===== src/gcie_pkg.sv =====
`timescale 1ns / 1ps

package gcie_pkg;

	// defaults for the top-level parameters
	localparam int DEF_KEY_COLUMNS = 4;
	localparam int DEF_MAX_LEVELS  = 256;
	localparam int DEF_VALUE_WIDTH = 32;

	// key fields carried by one classify transaction
	localparam int KEY_FIELDS = 4;

	// field widths
	localparam int KEY_W   = 32;
	localparam int COL_W   = 2;
	localparam int POS_W   = 8;
	localparam int ROW_W   = 32;
	localparam int IDX_W   = 32;
	localparam int KEYS_W  = 3;
	localparam int CNT_W   = 9;
	localparam int DATA_W  = 32;
	localparam int ADDR_W  = 5;
	localparam int RIDX_W  = 3;

	// opcodes
	localparam logic OP_LOAD     = 1'b0;
	localparam logic OP_CLASSIFY = 1'b1;

	// register indexes
	localparam logic [RIDX_W-1:0] REG_KEYS    = 3'd0;
	localparam logic [RIDX_W-1:0] REG_COUNT_0 = 3'd1;
	localparam logic [RIDX_W-1:0] REG_COUNT_1 = 3'd2;
	localparam logic [RIDX_W-1:0] REG_COUNT_2 = 3'd3;
	localparam logic [RIDX_W-1:0] REG_COUNT_3 = 3'd4;

	typedef struct packed {
		logic                    opcode;
		logic [COL_W-1:0]        load_column;
		logic [POS_W-1:0]        load_position;
		logic signed [KEY_W-1:0] load_value;
		logic signed [KEY_W-1:0] key_value_0;
		logic signed [KEY_W-1:0] key_value_1;
		logic signed [KEY_W-1:0] key_value_2;
		logic signed [KEY_W-1:0] key_value_3;
		logic [ROW_W-1:0]        row_number;
	} in_item_t;

	typedef struct packed {
		logic [IDX_W-1:0] cell_index;
		logic [ROW_W-1:0] row_tag;
		logic             out_of_range;
	} out_item_t;

endpackage


===== src/gcie_merge.sv =====
`timescale 1ns / 1ps

module gcie_merge #(
	parameter int LANES = gcie_pkg::KEY_FIELDS,
	parameter int CW    = 9
) (
	input  logic                        clk,
	input  logic                        arst_n,
	input  logic                        start,
	input  logic [gcie_pkg::KEYS_W-1:0] keys,
	input  logic [CW-1:0]               pos [LANES],
	input  logic [CW-1:0]               cnt [LANES],
	output logic                        done,
	output logic [gcie_pkg::IDX_W-1:0]  cell_index
);
	import gcie_pkg::*;

	localparam int LIW = (LANES > 1) ? $clog2(LANES) : 1;

	logic             busy_q;
	logic             done_q;
	logic [LIW-1:0]   nxt_q;
	logic [IDX_W-1:0] acc_q;
	logic [LIW-1:0]   top_k;

	assign top_k = LIW'(keys - KEYS_W'(1));

	// horner fold from the most significant key down, one key a cycle
	always_ff @(posedge clk or negedge arst_n) begin
		if (!arst_n) begin
			busy_q <= 1'b0;
			done_q <= 1'b0;
			nxt_q  <= '0;
			acc_q  <= '0;
		end else if (start) begin
			acc_q <= IDX_W'(pos[top_k]);
			if (keys > KEYS_W'(1)) begin
				busy_q <= 1'b1;
				done_q <= 1'b0;
				nxt_q  <= LIW'(keys - KEYS_W'(2));
			end else begin
				busy_q <= 1'b0;
				done_q <= 1'b1;
			end
		end else if (busy_q) begin
			acc_q <= IDX_W'(acc_q * IDX_W'(cnt[nxt_q])) + IDX_W'(pos[nxt_q]);
			if (nxt_q == '0) begin
				busy_q <= 1'b0;
				done_q <= 1'b1;
			end else begin
				nxt_q <= nxt_q - LIW'(1);
			end
		end
	end

	assign done       = done_q;
	assign cell_index = acc_q;

endmodule


===== config.mk =====
export PLATFORM = sky130hd
export DESIGN_NAME = gcie_merge
export DESIGN_NICKNAME = d
export VERILOG_FILES = /design/src/gcie_pkg.sv /design/src/gcie_merge.sv
export SDC_FILE = /design/constraint.sdc
export NUM_CORES = 1
export LEC_CHECK = 0
export BUFFER_PORTS_ARGS = -buffer_cell sky130_fd_sc_hd__buf_2
export CAP_MARGIN = 20
export CORE_MARGIN = 2
export CORE_UTILIZATION = 55
export DETAILED_ROUTE_END_ITERATION = 8
export GPL_ROUTABILITY_DRIVEN = 0
export HOLD_SLACK_MARGIN = 0.08
export PLACE_DENSITY = 0.75
export SETUP_SLACK_MARGIN = 0.4
export SYNTH_ARGS = -nofsm -noshare
export SYNTH_HDL_FRONTEND = slang
export SYNTH_SLANG_ARGS = --single-unit
export TNS_END_PERCENT = 20

===== constraint.sdc =====
create_clock -name clk -period 7.6 [get_ports clk]
set_input_delay 1.14 -clock clk [delete_from_list [all_inputs] [get_ports clk]]
set_output_delay 1.14 -clock clk [all_outputs]
set_load 0.02 [all_outputs]

==> results_dict.tcl <==
set metrics [dict create \
    postRouteAntennaNets 0 \
    core-area_um2 17900 \
    syn_to_final_growth_pct 8.14 \
    drive_gt1_share_pct 14.6 \
    critPathSlowestCell "mux4_2" \
    die_x_um 139 \
    max_cap_violations 0 \
    drc 0 \
    grt_usage_pct 26.6 \
    hp-class "flop to flop" \
    ys_ff_latch 36 \
    synth_compound_area_share_pct 7.21 \
    cp_top_family "adder cells" \
    synth_fa_ha_area_share_pct 45.7 \
    antenna_cells 0 \
    dp_hpwl_um 19700 \
    viasPerCell 5.77 \
    die-area_um2 19200 \
    root_buffer "clkbuf_16" \
    routed_wirelength_um 24700 \
    initial_core_util_pct 55.7 \
    finalMaxSlewViolations 0 \
    mostFrequentLayoutCells "fa_1, inv_1, nand2_1" \
    cts_tree "built" \
    netlist_instances 1049 \
    num-nets-final 1444 \
    hold_viol 0 \
    crit_required_ps 7760 \
    htree_num_levels 2 \
    critPathMaxFanout 29 \
    path_common_cell "fa_1" \
    postCtsSetupRepairBufs 0 \
    cp_num_buf_inv 5 \
    synth_edf_count 0 \
    startpoint_type "input pin" \
    postCtsHoldBufs 0 \
    antenna_found_initial 0 \
    grt_start_max_net_pins 48 \
    slew_headroom_pct 36.1 \
    synth_top_family_by_area "adder cells" \
    fin_crit_sh_pct 91.2 \
    place.port_buffers 110 \
    grt_pass1_wl_um 41100 \
    ys_types 53 \
    setup_viol 0 \
    synth_xor_xnor_area_share_pct 3.47 \
    timing.hold.ws_ps 585 \
    critPathCaptureType "flop" \
    max_freq_mhz 144 \
    num_rows 49 \
    yosysWarningCount 0 \
    drt-pass1-iter-count 5 \
    clkTransAtPathRegs_ps 60 \
    worstMarginPinSlew_ps 959 \
    rsz0062_at_grt "no" \
    ioPinCount 111 \
    avgSynthCellArea_um2 9.51 \
    synthArstFlopShare_pct 100 \
    ys.flop_type "dfrtp_1" \
    syn-num-nets 1381 \
    synth.yosys.seq_area_share_pct 9.03 \
    cp.arrival_ps 7090 \
    critPathKind "input pin to flop" \
    vias 7742 \
    fp.dieH_um 139 \
    cts_buffers 5 \
    yosys.area_share.simple_pct 19.0 \
    clock-sinks 36 \
    grt_pass1_vias 8175 \
    fin_setup_tns_ps 0 \
    final_common_cell "fa_1" \
    worstSkewPairLatency_ps 280 \
    max_stage_delay_ps 770 \
    path_cells "buf_2 -> mux4_2 -> and2_1 -> fa_1 -> fa_1 -> inv_1 -> fa_1 -> inv_1 -> fa_1 -> inv_1 -> fa_1 -> inv_1 -> ha_1 -> o21ai_0 -> nand2b_1 -> a32oi_1 -> o21ai_1 -> a21boi_0 -> o21ai_0 -> mux2i_1 -> a311o_1" \
    grt-ovfl-total 0 \
    cts.repair.resized 0 \
    period_needed_ps 6930 \
    status "finished, final reports clean" \
    clockBufferDepth 2 \
    drt_iter0_markers 456 \
    wl_per_cell_um 18.4 \
    synth_mux_area_share_pct 8.26 \
    synth_area_um2 9980 \
    clock_skew_ps 8.01 \
]
[final timing paths]
check	start	endpoint	slack [ps]	cells past startpoint
min in group asynchronous	arst_n	nxt_q[0]	980	1
worst max register to register	nxt_q[0]	cell_index[24]	830	21
worst min-delay path	done	done	580	2
worst max-delay path	cnt[3]	cell_index[24]	670	21
worst min register to register	done	done	580	2
max in group asynchronous	arst_n	nxt_q[1]	6020	1
[worst min-delay path: stages (launching register included)]
cell and delay, ps:
dfrtp_1 380, nor2_1 80, a21boi_0 80
[metal layers]
| layer | up-vias | part of all wire [%] | track usage [%] |
|---|---|---|---|
| li1 | 3483 | - | - |
| met1 | 3925 | 43 | 36.6 |
| met2 | 299 | 48 | 44.6 |
| met3 | 35 | 6.3 | 3.42 |
| met4 | 0 | 3.0 | 8.08 |
| met5 | - | 0 | 0 |
[synthesized netlist by cell type (all sizes together), types with 3 or more instances]
| library cell | instances | share of area, % |
|---|---|---|
| and2 | 87 | 5.5 |
| clkbuf | 42 | 1.6 |
| ha | 70 | 8.8 |
| nand3 | 9 | 0.45 |
| buf | 22 | 1.1 |
| fa | 184 | 37 |
| a21o | 7 | 0.53 |
| xor2 | 10 | 0.88 |
| mux4 | 24 | 5.4 |
| nand2 | 123 | 4.6 |
| a21boi | 4 | 0.30 |
| a311o | 3 | 0.30 |
| dfrtp | 36 | 9.0 |
| and3 | 7 | 0.44 |
| nor2b | 71 | 4.5 |
| o21bai | 4 | 0.30 |
| o211ai | 7 | 0.53 |
| mux2 | 3 | 0.34 |
| nand4 | 4 | 0.25 |
| a31oi | 3 | 0.19 |
| xnor2 | 27 | 2.4 |
| a21oi | 30 | 1.5 |
| inv | 123 | 4.6 |
| nor3 | 7 | 0.35 |
| nand2b | 11 | 0.69 |
| mux2i | 25 | 2.5 |
| nor4 | 3 | 0.19 |
| a211oi | 11 | 0.88 |
| nor2 | 37 | 1.4 |
| o21ai | 34 | 1.7 |
| a2bb2oi | 3 | 0.26 |
[registers in the layout, summed over array words and instances, names as in the netlist]
name        flops
cell_index     32
done            1
busy_q          1
nxt_q           2
[cell type report]
| cell class | count | area, um2 |
|---|---|---|
| clock inverters | 2 | 35.0 |
| flip-flops and latches | 36 | 903 |
| inverters | 123 | 462 |
| repair buffers | 120 | 626 |
| multi-input cells | 826 | 8350 |
| clock buffers | 6 | 129 |
| well taps | 229 | 287 |
| fillers | 1544 | 7110 |
[stage by stage]
step                cell area [um2]  cells  util, %  setup WS (ps)
finish                        10800   1342     60.3            671
global route                  10800   1342     60.3            429
CTS                           10800   1342     60.3            756
detailed placement            10600   1334     59.4            496
global placement              10600   1334     59.4            632
floorplan                      9980   1049        -           1050
[kinds of logic (layout without fill, tap and decap cells)]
family / after synthesis / in the layout
AOI/OAI and AO/OA: 114 / 114
xor gates and xnor gates: 38 / 38
adders and majority gates: 254 / 254
buffers and inverters: 187 / 251
DFF: 36 / 36
muxes: 52 / 52
and+or+nand+nor: 368 / 368
Power is left out: the tool's default activity adds up to more than one toggle a clock period on the data nets, which glitch-free logic cannot reach.
